$ cat config.mk
export PLATFORM = sky130hd
export DESIGN_NAME = paged_frame_allocator
export DESIGN_NICKNAME = d
export VERILOG_FILES = /design/src/pfa_pkg.sv /design/src/pfa_fmap.sv /design/src/pfa_ptab.sv /design/src/paged_frame_allocator.sv
export SDC_FILE = /design/constraint.sdc
export NUM_CORES = 2
export LEC_CHECK = 0
export BUFFER_PORTS_ARGS = -buffer_cell sky130_fd_sc_hd__buf_2
export CAP_MARGIN = 5
export CORE_ASPECT_RATIO = 0.8
export CORE_UTILIZATION = 45
export CTS_BUF_LIST = sky130_fd_sc_hd__clkbuf_4
export DETAILED_ROUTE_END_ITERATION = 16
export PLACE_DENSITY = 0.61
export SLEW_MARGIN = 10
export SYNTH_ARGS = -nofsm -noshare
export SYNTH_HDL_FRONTEND = slang
export SYNTH_SLANG_ARGS = --single-unit
$ cat constraint.sdc
create_clock -name clk -period 16.5 [get_ports clk]
set_clock_uncertainty 0.15 [all_clocks]
set_input_delay 1.65 -clock clk [delete_from_list [all_inputs] [get_ports clk]]
set_output_delay 1.65 -clock clk [all_outputs]
set_load 0.02 [all_outputs]
$ cat src/pfa_pkg.sv
// Shared constants for the paged frame allocator.
// Used by the frame map, the page table memory and the top level.
package pfa_pkg;

	// sizes of the stores
	localparam int MAX_FRAMES      = 64;
	localparam int MAX_PROCESSES   = 8;
	localparam int MAX_PAGES       = 64;
	localparam int FRAME_W         = 6;
	localparam int SLOT_W          = 3;
	localparam int PAGE_W          = 6;
	localparam int PTAB_AW         = SLOT_W + PAGE_W;
	localparam int CNT_W           = 7;

	// configuration register indexes
	localparam logic CFG_PAGE_SIZE   = 1'b0;
	localparam logic CFG_FRAME_COUNT = 1'b1;

	// commands
	localparam logic [1:0] CMD_CREATE    = 2'd0;
	localparam logic [1:0] CMD_REMOVE    = 2'd1;
	localparam logic [1:0] CMD_RESIZE    = 2'd2;
	localparam logic [1:0] CMD_TRANSLATE = 2'd3;

	// status codes
	localparam logic [2:0] ST_OK      = 3'd0;
	localparam logic [2:0] ST_OOM     = 3'd1;
	localparam logic [2:0] ST_UNKNOWN = 3'd2;
	localparam logic [2:0] ST_RANGE   = 3'd3;
	localparam logic [2:0] ST_FULL    = 3'd4;

endpackage

$ cat src/pfa_fmap.sv
// Frame-used map: one bit per physical frame, synchronous read.
// Depends on pfa_pkg.
module pfa_fmap (
	input  logic                       clk,
	input  logic                       we,
	input  logic [pfa_pkg::FRAME_W-1:0] waddr,
	input  logic                       wdata,
	input  logic [pfa_pkg::FRAME_W-1:0] raddr,
	output logic                       rdata
);

	logic mem_q [pfa_pkg::MAX_FRAMES];
	logic rdata_q;

	// one write and one registered read per cycle
	always_ff @(posedge clk) begin
		if (we) begin
			mem_q[waddr] <= wdata;
		end
		rdata_q <= mem_q[raddr];
	end

	assign rdata = rdata_q;

endmodule

$ cat src/pfa_ptab.sv
// Page table memory: frame number per (process slot, page), synchronous read.
// Depends on pfa_pkg.
module pfa_ptab (
	input  logic                        clk,
	input  logic                        we,
	input  logic [pfa_pkg::PTAB_AW-1:0] waddr,
	input  logic [pfa_pkg::FRAME_W-1:0] wdata,
	input  logic [pfa_pkg::PTAB_AW-1:0] raddr,
	output logic [pfa_pkg::FRAME_W-1:0] rdata
);

	logic [pfa_pkg::FRAME_W-1:0] mem_q [pfa_pkg::MAX_PROCESSES * pfa_pkg::MAX_PAGES];
	logic [pfa_pkg::FRAME_W-1:0] rdata_q;

	always_ff @(posedge clk) begin
		if (we) begin
			mem_q[waddr] <= wdata;
		end
		rdata_q <= mem_q[raddr];
	end

	assign rdata = rdata_q;

endmodule

$ cat src/paged_frame_allocator.sv
// Paged frame allocator: one request at a time, one result per request. After
// reset a clearing pass marks every frame free, with in_stall high. Every
// request starts with a pass over the frame map memory that counts the free
// frames (the page-size divider runs alongside). Create and remove then finish
// through S_DISPATCH and S_DONE, translate through S_DISPATCH, S_TR_WAIT and
// S_DONE. A growing resize scans the frame map once more, one frame a cycle; a
// shrinking resize passes through S_SH_RD and S_SH_WR for each freed page,
// through the page table memory. A stalled result holds the block in its last
// state. The page table is not cleared at reset.
// Depends on pfa_pkg, pfa_fmap and pfa_ptab.
module paged_frame_allocator (
	input  logic        clk,
	input  logic        arst_n,
	input  logic        in_valid,
	output logic        in_stall,
	input  logic [1:0]  cmd,
	input  logic [31:0] pid,
	input  logic [18:0] size_bytes,
	input  logic [5:0]  page_index,
	output logic        out_valid,
	input  logic        out_stall,
	output logic [2:0]  status,
	output logic [5:0]  frame,
	output logic [6:0]  free_frames,
	input  logic        cfg_we,
	input  logic        cfg_index,
	input  logic [12:0] cfg_wdata
);

	typedef enum logic [3:0] {
		S_CLEAR, S_IDLE, S_COUNT, S_DISPATCH, S_GROW, S_SH_RD, S_SH_WR, S_TR_WAIT,
		S_DONE
	} state_t;

	localparam int FW = pfa_pkg::FRAME_W;
	localparam int SW = pfa_pkg::SLOT_W;
	localparam int CW = pfa_pkg::CNT_W;
	localparam logic [CW-1:0] NFRAMES = CW'(pfa_pkg::MAX_FRAMES);

	state_t state_q;

	// configuration
	logic [12:0]   page_size_q;
	logic [CW-1:0] frame_count_q;

	// request
	logic [1:0]  cmd_q;
	logic [31:0] pid_q;
	logic [5:0]  page_q;

	// divider
	logic [18:0] div_d_q;
	logic [18:0] quo_q;
	logic [12:0] rem_q;
	logic [4:0]  div_cnt_q;

	// scan and work registers
	logic [CW-1:0] scan_q;
	logic          rd_v_s1;
	logic [FW-1:0] rd_addr_s1;
	logic [CW-1:0] free_q;
	logic [SW-1:0] slot_q;
	logic [CW-1:0] have_q;
	logic [CW-1:0] want_q;
	logic [2:0]    res_status_q;
	logic [FW-1:0] res_frame_q;

	// process table
	logic          pvalid_q [pfa_pkg::MAX_PROCESSES];
	logic [31:0]   pid_tab_q [pfa_pkg::MAX_PROCESSES];
	logic [CW-1:0] pcnt_q [pfa_pkg::MAX_PROCESSES];

	// outputs
	logic          out_valid_q;
	logic [2:0]    status_q;
	logic [FW-1:0] frame_q;
	logic [CW-1:0] free_out_q;

	// memory ports
	logic                        fm_we, fm_wdata, fm_rdata;
	logic [FW-1:0]               fm_waddr, fm_raddr;
	logic                        pt_we;
	logic [pfa_pkg::PTAB_AW-1:0] pt_waddr, pt_raddr;
	logic [FW-1:0]               pt_wdata, pt_rdata;

	pfa_fmap u_fmap (
		.clk   (clk),
		.we    (fm_we),
		.waddr (fm_waddr),
		.wdata (fm_wdata),
		.raddr (fm_raddr),
		.rdata (fm_rdata)
	);

	pfa_ptab u_ptab (
		.clk   (clk),
		.we    (pt_we),
		.waddr (pt_waddr),
		.wdata (pt_wdata),
		.raddr (pt_raddr),
		.rdata (pt_rdata)
	);

	// active frame limit and effective page size
	logic [CW-1:0] frames_act;
	logic [12:0]   ps_eff;
	assign frames_act = (frame_count_q > NFRAMES) ? NFRAMES : frame_count_q;
	assign ps_eff     = (page_size_q == 13'd0) ? 13'd1 : page_size_q;

	// process lookup: lowest matching valid slot, lowest free slot
	logic          hit, has_free;
	logic [SW-1:0] hit_slot, free_slot;
	always_comb begin
		hit       = 1'b0;
		hit_slot  = '0;
		has_free  = 1'b0;
		free_slot = '0;
		for (int s = pfa_pkg::MAX_PROCESSES - 1; s >= 0; s--) begin
			if (pvalid_q[s] && pid_tab_q[s] == pid_q) begin
				hit      = 1'b1;
				hit_slot = SW'(s);
			end
			if (!pvalid_q[s]) begin
				has_free  = 1'b1;
				free_slot = SW'(s);
			end
		end
	end

	// page count of the request
	logic          rnz, too_big;
	logic [CW-1:0] want_c, have_c;
	assign rnz     = (rem_q != 13'd0);
	assign too_big = (quo_q > 19'd64) || (quo_q == 19'd64 && rnz);
	assign want_c  = quo_q[CW-1:0] + CW'(rnz);
	assign have_c  = pcnt_q[hit_slot];

	// divider step
	logic [13:0] rsh;
	logic        ge;
	assign rsh = {rem_q, div_d_q[18]};
	assign ge  = (rsh >= {1'b0, ps_eff});

	// scan response useful for the active frames
	logic resp_free;
	assign resp_free = rd_v_s1 && !fm_rdata && ({1'b0, rd_addr_s1} < frames_act);

	// memory addressing
	always_comb begin
		fm_raddr = scan_q[FW-1:0];
		fm_we    = 1'b0;
		fm_waddr = rd_addr_s1;
		fm_wdata = 1'b1;
		pt_we    = 1'b0;
		pt_waddr = {slot_q, have_q[FW-1:0]};
		pt_wdata = rd_addr_s1;
		pt_raddr = {hit_slot, page_q};
		case (state_q)
			S_CLEAR: begin
				fm_we    = 1'b1;
				fm_waddr = scan_q[FW-1:0];
				fm_wdata = 1'b0;
			end
			S_GROW: begin
				if (resp_free && have_q != want_q) begin
					fm_we = 1'b1;
					pt_we = 1'b1;
				end
			end
			S_SH_RD: begin
				pt_raddr = {slot_q, FW'(have_q - CW'(1))};
			end
			S_SH_WR: begin
				fm_we    = 1'b1;
				fm_waddr = pt_rdata;
				fm_wdata = 1'b0;
			end
			default: begin
			end
		endcase
	end

	// sequencer
	always_ff @(posedge clk or negedge arst_n) begin
		if (!arst_n) begin
			state_q       <= S_CLEAR;
			page_size_q   <= 13'd32;
			frame_count_q <= 7'd64;
			out_valid_q   <= 1'b0;
			div_cnt_q     <= 5'd19;
			scan_q        <= '0;
			rd_v_s1       <= 1'b0;
			for (int s = 0; s < pfa_pkg::MAX_PROCESSES; s++) begin
				pvalid_q[s] <= 1'b0;
			end
		end else begin
			// configuration writes
			if (cfg_we) begin
				if (cfg_index == pfa_pkg::CFG_PAGE_SIZE) begin
					page_size_q <= cfg_wdata;
				end else begin
					frame_count_q <= cfg_wdata[CW-1:0];
				end
			end

			// result taken; a new one from S_DONE replaces it below
			if (out_valid_q && !out_stall && state_q != S_DONE) begin
				out_valid_q <= 1'b0;
			end

			// divider runs whenever armed
			if (div_cnt_q != 5'd19) begin
				rem_q     <= ge ? 13'(rsh - {1'b0, ps_eff}) : rsh[12:0];
				quo_q     <= {quo_q[17:0], ge};
				div_d_q   <= {div_d_q[17:0], 1'b0};
				div_cnt_q <= div_cnt_q + 5'd1;
			end

			case (state_q)
				S_CLEAR: begin
					// mark every frame free, one per cycle
					scan_q <= scan_q + CW'(1);
					if (scan_q == NFRAMES - CW'(1)) begin
						state_q <= S_IDLE;
					end
				end
				S_IDLE: begin
					if (in_valid) begin
						cmd_q     <= cmd;
						pid_q     <= pid;
						page_q    <= page_index;
						div_d_q   <= size_bytes;
						quo_q     <= '0;
						rem_q     <= '0;
						div_cnt_q <= '0;
						scan_q    <= '0;
						rd_v_s1   <= 1'b0;
						free_q    <= '0;
						res_frame_q <= '0;
						state_q   <= S_COUNT;
					end
				end
				S_COUNT: begin
					if (scan_q != NFRAMES) begin
						rd_v_s1    <= 1'b1;
						rd_addr_s1 <= scan_q[FW-1:0];
						scan_q     <= scan_q + CW'(1);
					end else begin
						rd_v_s1 <= 1'b0;
					end
					if (resp_free) begin
						free_q <= free_q + CW'(1);
					end
					if (scan_q == NFRAMES && !rd_v_s1 && div_cnt_q == 5'd19) begin
						state_q <= S_DISPATCH;
					end
				end
				S_DISPATCH: begin
					res_status_q <= pfa_pkg::ST_OK;
					slot_q       <= hit_slot;
					have_q       <= have_c;
					want_q       <= want_c;
					scan_q       <= '0;
					rd_v_s1      <= 1'b0;
					state_q      <= S_DONE;
					if (cmd_q == pfa_pkg::CMD_CREATE) begin
						if (!hit) begin
							if (has_free) begin
								pvalid_q[free_slot]  <= 1'b1;
								pid_tab_q[free_slot] <= pid_q;
								pcnt_q[free_slot]    <= '0;
							end else begin
								res_status_q <= pfa_pkg::ST_FULL;
							end
						end
					end else if (!hit) begin
						res_status_q <= pfa_pkg::ST_UNKNOWN;
					end else begin
						case (cmd_q)
							pfa_pkg::CMD_REMOVE: begin
								pvalid_q[hit_slot] <= 1'b0;
							end
							pfa_pkg::CMD_RESIZE: begin
								if (too_big) begin
									res_status_q <= pfa_pkg::ST_OOM;
								end else if (want_c < have_c) begin
									state_q <= S_SH_RD;
								end else if (want_c > have_c) begin
									if (free_q < want_c - have_c) begin
										res_status_q <= pfa_pkg::ST_OOM;
									end else begin
										state_q <= S_GROW;
									end
								end
							end
							default: begin
								// translate
								if ({1'b0, page_q} < have_c) begin
									state_q <= S_TR_WAIT;
								end else begin
									res_status_q <= pfa_pkg::ST_RANGE;
								end
							end
						endcase
					end
				end
				S_GROW: begin
					if (scan_q != NFRAMES) begin
						rd_v_s1    <= 1'b1;
						rd_addr_s1 <= scan_q[FW-1:0];
						scan_q     <= scan_q + CW'(1);
					end else begin
						rd_v_s1 <= 1'b0;
					end
					if (have_q == want_q) begin
						pcnt_q[slot_q] <= want_q;
						state_q        <= S_DONE;
					end else if (resp_free) begin
						have_q <= have_q + CW'(1);
						free_q <= free_q - CW'(1);
					end
				end
				S_SH_RD: begin
					if (have_q == want_q) begin
						pcnt_q[slot_q] <= want_q;
						state_q        <= S_DONE;
					end else begin
						have_q  <= have_q - CW'(1);
						state_q <= S_SH_WR;
					end
				end
				S_SH_WR: begin
					if ({1'b0, pt_rdata} < frames_act) begin
						free_q <= free_q + CW'(1);
					end
					state_q <= S_SH_RD;
				end
				S_TR_WAIT: begin
					res_frame_q <= pt_rdata;
					state_q     <= S_DONE;
				end
				S_DONE: begin
					rd_v_s1 <= 1'b0;
					if (!out_valid_q || !out_stall) begin
						out_valid_q <= 1'b1;
						status_q    <= res_status_q;
						frame_q     <= res_frame_q;
						free_out_q  <= free_q;
						state_q     <= S_IDLE;
					end
				end
				default: begin
					state_q <= S_IDLE;
				end
			endcase
		end
	end

	assign in_stall    = (state_q != S_IDLE);
	assign out_valid   = out_valid_q;
	assign status      = status_q;
	assign frame       = frame_q;
	assign free_frames = free_out_q;

endmodule
==> run summary <==
The run finished with clean final reports. Of the total power, registers draw 58.2%. The number of sinks handled by clock tree synthesis is 3647.

At the worst endpoint, the arrival time is 9.14 ns. The weighted congestion reported at the end of routability-driven placement is 0.8017. STA classifies the critical path endpoint as a flip-flop.

The total CTS buffers is 861. The share of the clock period used by the worst path came out at between 40% and 50%. In this run, the number of DRC markers left after iteration 0 of detailed routing was about 8000. For this run, global-route usage on met1 was measured as between 30% and 40%. The chip width is 641.7 um.

The detailed-route vias per instance is around 5.7. The met2 track demand over resource is 32.19%. The share of the synthesized netlist area taken by xor and xnor gates came out at 1.778%. The cell that appears most often on the critical path is mux2i_1. The reported net switching power is 3.713 mW.

The signal on the critical path passes through nand2b_1 -> nor2_1 -> nand2_1 -> a21oi_4 -> buf_4 -> buf_12 -> buf_4 -> mux4_2 -> mux2i_1 -> mux2i_1 -> mux2i_1 -> mux2i_1 -> mux2i_1 -> mux2i_1 -> mux2_2. The final worst-path setup slack is 8.448 ns. Setup repair after global routing left no endpoint under its margin. The number of library cell types mapped by synthesis came out at 83. The count of flip-flops with a built-in enable after synthesis is about 3600. The TritonCTS clock tree is done. The ratio of cells with drive above 1 in the final layout is roughly 27%. The sequential element share of the synthesized area is between 70% and 80%. The total routed wirelength is 359.5 mm. Of all cell types, the one taking the most synthesized area is edfxtp_1. The wire length of the first global-routing pass is 524.7 mm. The number of synthesized register bits is 3647. Global routing used 4.554% of the available met3 tracks. Yosys attributes the largest share of cell area to edfxtp_1, mux4_2, mux2i_1.

The average cell area after synthesis came out at between 15 and 20 um^2. In the synthesized netlist the async set-or-reset flop fraction comes to 1.261%. Entering global routing, the biggest net connects 226 pins. The filler cell count is approximately 26000.

Setup violations remaining at the end of the flow were counted as 0. After synthesis, the most frequently instantiated cells are edfxtp_1, mux4_2, mux2i_1. The buffer depth of the longest clock path is 4.

Clock tree synthesis selected as its root buffer the cell clkbuf_4. The area of all sequential standard cells is about 0.11 mm^2. The overall via count from detail_route came out at 75470.

The pin slew with the least headroom to its limit is 1.247 ns. The level count of the clock H-tree is 6. Based on the critical path, the design can be clocked at up to 0.1242 GHz. Net switching is 21.29% of the power. The synthesized cell area came out at 0.1473 mm^2. The slowest stage of the critical path is the a21oi_4 cell.

The tightest min-delay check is of the in2reg type. The final net count is 8378. The wire length per cell after detailed routing came out at 27.14 um. The number of global-route vias before repair came out at 76990. The adder-cell share of the synthesized area came out at less than 1%. The power per cell area is ~110 mW/mm^2. Before CTS, the worst setup slack after placement is between 8 and 9 ns. The boundary pin count came out at 96.

The most frequently used cell type in the post-synthesis netlist is edfxtp_1. The final number of max-transition violations came to 0. The die boundary height came out at 513.7 um. The number of detailed-routing iterations run before antenna repair came out at 6. The flip-flop cell with the highest count after synthesis is edfxtp_1. Summed over all failing endpoints, the final setup total negative slack is 0 ns.

Clock-pin slew was measured on the worst setup and hold paths at 0.08 ns. The worst register-to-register path ends at u_ptab.rdata[1]$_DFF_P_. In this run the most used layer during global routing was met1. The remaining max-slew budget at the tightest pin is 14.48%.

The count of yosys warnings during synthesis came out at 0. The count of buffers added by post-CTS timing repair for setup is 0. The number of standard-cell rows in the floorplan came out at 187.

The combinational family with the most area after synthesis is multiplexers. The reg2reg setup slack came out at between 8 and 9 ns. The time the worst path needs with I/O delays and setup came out at 8.052 ns. The highest fanout seen on the critical path came out at 89. After detailed routing, the number of remaining DRC violations is 0. The startpoint of the lowest-slack register-to-register path is state_q[1]$_DFFE_PN0P_. The count of port buffers added during placement came out at 95. The combined area of the multi-input logic cells is between 0.03 and 0.04 mm^2.

The number of hold violations in the final report is 0. The startpoint identified for the worst hold timing path is cmd[0]. The overall fraction of global-route tracks in use is between 20% and 30%.

The combinational group share of total power came out at around 1.2%. The synthesis-to-layout area growth is 11.10%. The number of nets still failing antenna checks after routing is 0. The critical path launch point is state_q[1]$_DFFE_PN0P_. The area enclosed by the die boundary is 0.3296 mm^2. The number of antenna violations at the first check in global routing is 20. The floorplan core area is around 0.32 mm^2. The portion of synthesized area spent on multiplexers is 17.46%.

Counting instances, the worst hold path has a depth of 1. The complex-gate fraction of the synthesized area is roughly 1.1%. The total nets after synthesis is 7705.

In this design, the largest share of critical-path delay is due to multiplexers. Summed over all layers, the global routing overflow is 0. The number of cells on the worst reg-to-reg path came out at 15. The clock network is responsible for 40.6% of the overall power. The analysis attributes to cell leakage a power of 54.09 nW.

The critical path in this run is classified as reg2reg. The synthesized netlist devotes under 10% of its cell area to simple gates. The path with the worst hold slack has its endpoint at cmd_q[0]$_DFFE_PP_. The critical path startpoint category is a flip-flop. The largest stage delay on the critical path is 0.89 ns. The insertion delay to the later sink of the worst-skew pair came out at roughly 1.4 ns. Together, buffers and inverters on the worst path number 3.

Cell internal power was estimated by the tool at roughly 14 mW. The critical path required time is between 15 and 20 ns. The HPWL after detailed placement came out at 208.8 mm. The number of instances in the synthesized netlist is 7569. The effective utilization at floorplan came out at 45.32%. VDD sags by at most roughly 0.076 mV. The fraction of synthesized cell area taken by the top area cell type came out at around 73%.

The tool flagged a number of max-cap violations equal to 0.
==> logic make-up (layout without fill, tap and decap cells) <==
| family | after synthesis | after routing |
|---|---|---|
| adder cells (fa/ha/maj) | 59 | 59 |
| buffers and inverters | 478 | 1790 |
| other | 0 | 15 |
| XOR/XNOR | 299 | 299 |
| AND/OR/NAND/NOR | 1247 | 1247 |
| flip-flops | 3647 | 3647 |
| multiplexers | 1581 | 1581 |
| AO/OA/AOI/OAI | 258 | 258 |
==> flip-flops by register name, indices dropped and copies added (netlist names), 8 cells and up <==
| register | flops |
|---|---|
| u_fmap.mem_q | 64 |
| u_ptab.mem_q | 3072 |
| pcnt_q | 56 |
| pid_q | 32 |
| page_size_q | 13 |
| pid_tab_q | 256 |
| quo_q | 19 |
| div_d_q | 19 |
| rem_q | 13 |
| pvalid_q | 8 |
==> per-layer routing <==
metal / vias up / routed length [um]
met3: 528 / 29000
met2: 3125 / 163400
met1: 39500 / 159600
met5: - / 57
li1: 32320 / -
met4: 8 / 7431
==> area by class of cell <==
type                            instances  share of cell area [%]
Antenna cell                           15                 0.02294
Clock buffer                         1251                   5.738
Clock inverter                        251                  0.7232
Inverter                               55                  0.1261
Multi-Input combinational cell       3444                   22.30
Sequential cell                      3647                   66.74
Tap cell                             4347                   3.323
Timing Repair Buffer                  233                   1.034
==> how the worst max path moves through the flow <==
| stage | slack [ns] | depth (start not counted) | endpoint |
|---|---|---|---|
| final | 8.45 | 15 | u_ptab.rdata[1]$_DFF_P_ |
| after global routing | 7.80 | 15 | u_ptab.rdata[3]$_DFF_P_ |
| after CTS | 8.31 | 15 | u_ptab.rdata[1]$_DFF_P_ |
| after detailed placement | 8.35 | 15 | u_ptab.rdata[2]$_DFF_P_ |
| after global placement | 8.40 | 15 | u_ptab.rdata[1]$_DFF_P_ |
| after floorplan | 6.37 | 15 | u_ptab.mem_q[12][0]$_DFFE_PP_ |
==> cell usage in the layout (no fill, tap or decap), types with 27 or more instances in the layout <==
master    instances
buf_2            94
a21oi_1          66
nand2_1         228
xor2_1          187
nor4_1           55
buf_4           124
edfxtp_1       3594
nand3_1          52
clkinv_1        191
nor2_1          685
and2_1           30
nor3_1           35
dfrtp_1          41
inv_1            55
clkbuf_4       1251
nand4_1          37
mux2i_1         773
ha_1             56
nand2b_1         27
mux4_2          789
xnor2_1         112
o21ai_0          55
==> through the flow <==
stage / hold WS [ns] / instance area, um^2 / utilization (%) / total power [mW] / cells
2_1_floorplan: 0.2503 / 147300 / - / 10.50 / 7569
3_3_place_gp: 0.2559 / 153000 / 47.09 / 10.55 / 11730
3_5_place_dp: 0.2590 / 153000 / 47.09 / 10.56 / 11730
4_1_cts: 0.03952 / 163600 / 50.35 / 17.61 / 13230
5_1_grt: 0.1166 / 163600 / 50.35 / 18.08 / 13230
6_report: 0.2424 / 163700 / 50.36 / 17.44 / 13240
==> power by group through the flow <==
stage | clock [mW] | combinational, mW | sequential, mW
after floorplan | 0 | 0.0811 | 10.4
after CTS | 7.26 | 0.213 | 10.1
after detailed placement | 0 | 0.212 | 10.3
after global routing | 7.70 | 0.236 | 10.1
after global placement | 0 | 0.202 | 10.3
final | 7.09 | 0.211 | 10.1
==> what timing repair did <==
| item | 4_1_cts | 5_1_grt |
|---|---|---|
| endpoints found under the hold margin | 21 | 0 |
| endpoints found under the setup margin | 0 | 0 |
| hold buffers | 1 | 0 |
| gates resized for setup | 0 | 0 |
No activity file was read; power rests on OpenSTA's default activity.
